## config.mk

```make
export PLATFORM = sky130hd
export DESIGN_NAME = mth_front
export DESIGN_NICKNAME = d
export VERILOG_FILES = /design/src/sv/mth_pkg.sv /design/src/sv/mth_front.sv
export SDC_FILE = /design/constraint.sdc
export NUM_CORES = 1
export LEC_CHECK = 0
export ABC_AREA = 1
export BUFFER_PORTS_ARGS = -buffer_cell sky130_fd_sc_hd__buf_2
export CORE_MARGIN = 2
export CORE_UTILIZATION = 40
export CTS_CLUSTER_DIAMETER = 50
export CTS_CLUSTER_SIZE = 28
export DETAILED_ROUTE_END_ITERATION = 8
export HOLD_SLACK_MARGIN = 0.08
export REMOVE_ABC_BUFFERS = 1
export SLEW_MARGIN = 20
export SYNTH_ARGS = -nofsm -noshare
export SYNTH_HDL_FRONTEND = slang
export SYNTH_SLANG_ARGS = --single-unit
```

## constraint.sdc

```tcl
create_clock -name clk -period 20.7 [get_ports clk]
set_input_delay 0 -clock clk [delete_from_list [all_inputs] [get_ports clk]]
set_output_delay 0 -clock clk [all_outputs]
set_load 0.1 [all_outputs]
```

## src/sv/mth_pkg.sv

```systemverilog
// ----------------------------------------------------------------------------
// mth_pkg
// Shared types, codes and the SipHash round for the tagged handle table.
// ----------------------------------------------------------------------------
package mth_pkg;

  localparam int TABLE_SLOTS_DEF = 1024;
  localparam int INDEX_BITS_DEF  = 16;

  // Width of one row of valid marks in the occupancy memory.
  localparam int ROW_W  = 32;
  localparam int ROW_BW = 5;

  localparam logic [1:0] OP_REGISTER = 2'd0;
  localparam logic [1:0] OP_LOOKUP   = 2'd1;
  localparam logic [1:0] OP_CLOSE    = 2'd2;

  localparam logic [2:0] ST_OK    = 3'd0;
  localparam logic [2:0] ST_FULL  = 3'd1;
  localparam logic [2:0] ST_RANGE = 3'd2;
  localparam logic [2:0] ST_EMPTY = 3'd3;
  localparam logic [2:0] ST_TAG   = 3'd4;

  localparam logic [0:0] CFG_KEY_LOW  = 1'b0;
  localparam logic [0:0] CFG_KEY_HIGH = 1'b1;

  localparam logic [63:0] SIP_C0 = 64'h736f6d6570736575;
  localparam logic [63:0] SIP_C1 = 64'h646f72616e646f6d;
  localparam logic [63:0] SIP_C2 = 64'h6c7967656e657261;
  localparam logic [63:0] SIP_C3 = 64'h7465646279746573;
  localparam logic [63:0] SIP_LEN12 = 64'h0c00_0000_0000_0000;
  localparam logic [63:0] SIP_FINAL = 64'h0000_0000_0000_00ff;

  typedef struct packed {
    logic [1:0]  op;
    logic        range_err;
    logic [63:0] handle;
    logic [63:0] obj;
  } cmd_t;

  typedef struct packed {
    logic [63:0] v0;
    logic [63:0] v1;
    logic [63:0] v2;
    logic [63:0] v3;
  } sip_state_t;

  function automatic logic [63:0] rotl(input logic [63:0] x, input int r);
    rotl = (x << r) | (x >> (64 - r));
  endfunction

  function automatic sip_state_t sip_round(input sip_state_t s);
    sip_state_t t;
    t = s;
    t.v0 = t.v0 + t.v1; t.v1 = rotl(t.v1, 13); t.v1 = t.v1 ^ t.v0; t.v0 = rotl(t.v0, 32);
    t.v2 = t.v2 + t.v3; t.v3 = rotl(t.v3, 16); t.v3 = t.v3 ^ t.v2;
    t.v0 = t.v0 + t.v3; t.v3 = rotl(t.v3, 21); t.v3 = t.v3 ^ t.v0;
    t.v2 = t.v2 + t.v1; t.v1 = rotl(t.v1, 17); t.v1 = t.v1 ^ t.v2; t.v2 = rotl(t.v2, 32);
    return t;
  endfunction

endpackage

```

## src/sv/mth_front.sv

```systemverilog
// ----------------------------------------------------------------------------
// mth_front
// Takes input beats, checks the handle index range and holds decoded
// commands in a two-entry queue for the back end.
// ----------------------------------------------------------------------------
module mth_front #(
  parameter int TABLE_SLOTS = mth_pkg::TABLE_SLOTS_DEF,
  parameter int INDEX_BITS  = mth_pkg::INDEX_BITS_DEF
) (
  input  logic              clk,
  input  logic              rst_n,
  input  logic              in_valid,
  output logic              in_stall,
  input  logic [1:0]        in_operation,
  input  logic [63:0]       in_handle_in,
  input  logic [63:0]       in_object_in,
  input  logic              busy_clear,
  output logic              q_valid,
  output mth_pkg::cmd_t     q_cmd,
  input  logic              q_pop
);

  mth_pkg::cmd_t q_mem_r [2];
  logic          wr_ptr_r;
  logic          rd_ptr_r;
  logic [1:0]    count_r;
  logic          push;
  logic          is_check;
  logic          out_of_range;
  mth_pkg::cmd_t cmd_in;

  assign in_stall = (count_r == 2'd2) || busy_clear;
  assign push     = in_valid && !in_stall;
  assign q_valid  = (count_r != 2'd0);
  assign q_cmd    = q_mem_r[rd_ptr_r];

  always_comb begin
    is_check     = (in_operation == mth_pkg::OP_LOOKUP) || (in_operation == mth_pkg::OP_CLOSE);
    out_of_range = 64'(in_handle_in[INDEX_BITS-1:0]) >= 64'(TABLE_SLOTS);
    cmd_in.op        = in_operation;
    cmd_in.range_err = is_check && out_of_range;
    cmd_in.handle    = in_handle_in;
    cmd_in.obj       = in_object_in;
  end

  always_ff @(posedge clk) begin
    if (push) begin
      q_mem_r[wr_ptr_r] <= cmd_in;
    end
  end

  always_ff @(posedge clk) begin
    if (!rst_n) begin
      wr_ptr_r <= 1'b0;
      rd_ptr_r <= 1'b0;
      count_r  <= 2'd0;
    end else begin
      if (push) wr_ptr_r <= ~wr_ptr_r;
      if (q_pop) rd_ptr_r <= ~rd_ptr_r;
      count_r <= count_r + 2'(push) - 2'(q_pop);
    end
  end

endmodule

```

==> flow_metrics.py <==
metrics = {
    "run_status": {
        "status": "complete, no violations",
    },
    "worst_hold_path": {
        "hp-start": "busy_clear",
        "hold_depth": 6,
        "min_path_type": "in -> reg",
        "hold_end": "count_r[1]",
    },
    "cells_and_area": {
        "synthToLayoutAreaGrowth_pct": 39.6,
        "seq_area_mm2": 0.00797,
        "nets": 1011,
        "drive_gt1_frac": 0.511,
        "final_cell_count_no_fill": 1227,
        "utilization": 0.565,
        "multi_input_area_mm2": 0.00197,
        "fillers": 1957,
    },
    "global_routing": {
        "grt_pass1_wl_mm": 30.9,
        "grt_pass1_vias": 6149,
        "grt_remaining_overflow": 0,
        "grt_max_degree": 70,
        "track_usage": 0.148,
        "antenna_found_initial": 1,
    },
    "timing": {
        "skew_ps": 16.6,
        "worstMarginPinSlew_ps": 1080,
        "final_max_slew_viol_count": 0,
        "rsz0062_at_grt": "false",
        "slew_headroom": 0.277,
        "hold_viol": 0,
        "fin_crit_ps": 2600,
        "setup_viol": 0,
        "setup_tns_ps": 0,
        "finalCritPeriodShare": 0.125,
        "fmax_mhz": 385,
    },
    "synthesis": {
        "ys_ff_latch": 267,
        "avgSynthCellArea_um2": 22.5,
        "netlist_area_mm2": 0.0101,
        "synth.top_cell.area_share": 0.779,
        "yosysTopAreaCell": "edfxtp_1",
        "synth_cell_types": 17,
        "synth_warnings": 0,
        "syn_inst": 450,
        "ys_seq_area_frac": 0.789,
        "synth_area_leaders": "edfxtp_1, mux2_4, mux2_2",
    },
    "clock_tree": {
        "cts_tree": "yes",
        "clk_latency_ps": 530,
        "ctsResizeCount": 0,
        "clockBufferDepth": 3,
        "clkTransAtPathRegs_ps": 70,
        "cts_max_level": 1,
        "cts.sinks": 267,
        "cts_root_buf": "clkbuf_16",
        "cts_made_buffers": 29,
    },
    "die": {
        "rows": 58,
        "start_util": 0.405,
        "die_h_um": 163,
        "dieArea_mm2": 0.0265,
        "core_mm2": 0.0250,
        "ios": 268,
        "die_x_um": 163,
    },
    "drt": {
        "firstDrtPassIters": 6,
        "antenna_left": 0,
        "drt_iter0_markers": 182,
        "via_per_inst": 4.58,
        "route.detailed.drc": 0,
        "drt_wl_total_mm": 20.3,
        "dr_total_vias": 5616,
        "drt-wirelength-per-cell_um": 16.6,
    },
    "setup_path": {
        "r2r_cells": 5,
        "path_max_fanout": 62,
        "rrSetupSlack_ps": 18180,
        "required_ps": 20700,
        "r2r-end": "q_mem_r[1][124]",
        "r2r-start": "count_r[0]",
        "cp_data_arrival_time_ps": 2600,
        "critPathLaunchType": "flop",
        "critical_path_class": "reg -> out",
        "end_kind": "output pin",
    },
    "placed_design": {
        "gp_routability_congestion": 0.727,
        "placed_cells": 1037,
        "port_buffers": 267,
        "hpwlAfterDp_mm": 12.4,
    },
    "power": {
        "vdd_ir_drop_max_mv": 0.0793,
        "power.leakage_nw": 5.52,
        "powerDensity_mw_per_mm2": 101,
    },
    "flow_run": {
        "max_cap_viol_count": 0,
    },
}
[kinds of logic after synthesis]
family	Yosys count	share of synthesized area
XOR/XNOR	1	0.000867
adder cells (fa/ha/maj)	2	0.00248
AO/OA/AOI/OAI	2	0.000990
buffers and inverters	23	0.0176
multiplexers	131	0.179
AND/OR/NAND/NOR	24	0.0102
flip-flops	267	0.789
[cells in the final DEF (no fill, tap or decap), types with 2 or more instances in the layout]
cell type,instances
buf_2,267
buf_4,5
bufinv_16,3
clkbuf_1,3
clkbuf_16,29
clkinv_2,4
clkinv_4,4
dfxtp_1,4
dlygate4sd3_1,136
edfxtp_1,262
ha_1,2
inv_1,7
inv_12,2
inv_6,5
inv_8,2
mux2_2,41
mux2_4,90
nand2_1,10
nand3_1,2
nor2_1,7
or2_2,3
[per-layer routing]
metal,part of all wire,vias up,track usage
met4,0.018,0,0.0370
met5,0,-,0
met1,0.39,2754,0.171
li1,-,2628,-
met2,0.51,199,0.267
met3,0.080,35,0.0451
[area by class of cell]
cell class	instances	share of cell area
inverters	8	0.00248
diodes	1	0.000177
clock inverters	21	0.0175
well taps	330	0.0293
clock buffers	32	0.0522
flip-flops and latches	267	0.565
repair buffers	408	0.194
multi-input cells	160	0.139
[cell usage after synthesis]
cell type and n:
mux2_2 41, a21oi_1 1, mux2_4 90, nand3_1 2, nand2_1 10, or2_2 3, buf_2 4, nor2_1 8
nand4_1 1, buf_6 10, o21ai_0 1, dfxtp_1 5, buf_8 1, xor2_1 1, edfxtp_1 262, inv_1 8
ha_1 2
[per-stage QoR]
| stage | setup WS [ps] | power [W] | cell area, um2 | hold WS [ps] |
|---|---|---|---|---|
| 2_1_floorplan | 14070 | 0.000862 | 9960 | 93.5 |
| 3_3_place_gp | 18270 | 0.000893 | 11800 | 188 |
| 3_5_place_dp | 18130 | 0.000897 | 11800 | 191 |
| 4_1_cts | 18030 | 0.00144 | 14100 | 116 |
| 5_1_grt | 17950 | 0.00147 | 14100 | 162 |
| 6_report | 18100 | 0.00142 | 14100 | 141 |
[registers in the layout, summed over array words and instances, names as in the netlist, named ones only]
signal / cells
count_r: 2
rd_ptr_r: 1
wr_ptr_r: 1
q_mem_r: 262
[timing repair]
action	in CTS	in global routing
hold buffers	136	0
buffers inserted	0	0
endpoints found under the hold margin	267	0
[worst max path at each step]
stage / startpoint / endpoint / cells past startpoint
global route: flop / q_cmd[15] / 3
CTS: flop / q_cmd[15] / 3
floorplan: count_r[0] / q_mem_r[0][0] / 4
finish: flop / q_cmd[28] / 3
global placement: count_r[0] / q_mem_r[1][45] / 5
detailed placement: count_r[0] / q_mem_r[1][118] / 5
[power breakdown]
| group | total [W] | internal (W) | leakage, nW | switching [W] |
|---|---|---|---|---|
| Sequential | 0.000626 | 0.000620 | 2.44 | 0.00000608 |
| Combinational | 0.000280 | 0.0000727 | 2.60 | 0.000207 |
| Clock | 0.000518 | 0.000303 | 0.482 | 0.000215 |
| Total | 0.00142 | 0.000995 | 5.52 | 0.000428 |
[critical path, cell delays in order, from the launching register on]
cell and delay, ps:
dfxtp_4 430, buf_4 840, mux2_2 320, buf_2 440
Power figures use the tool's default switching activity.
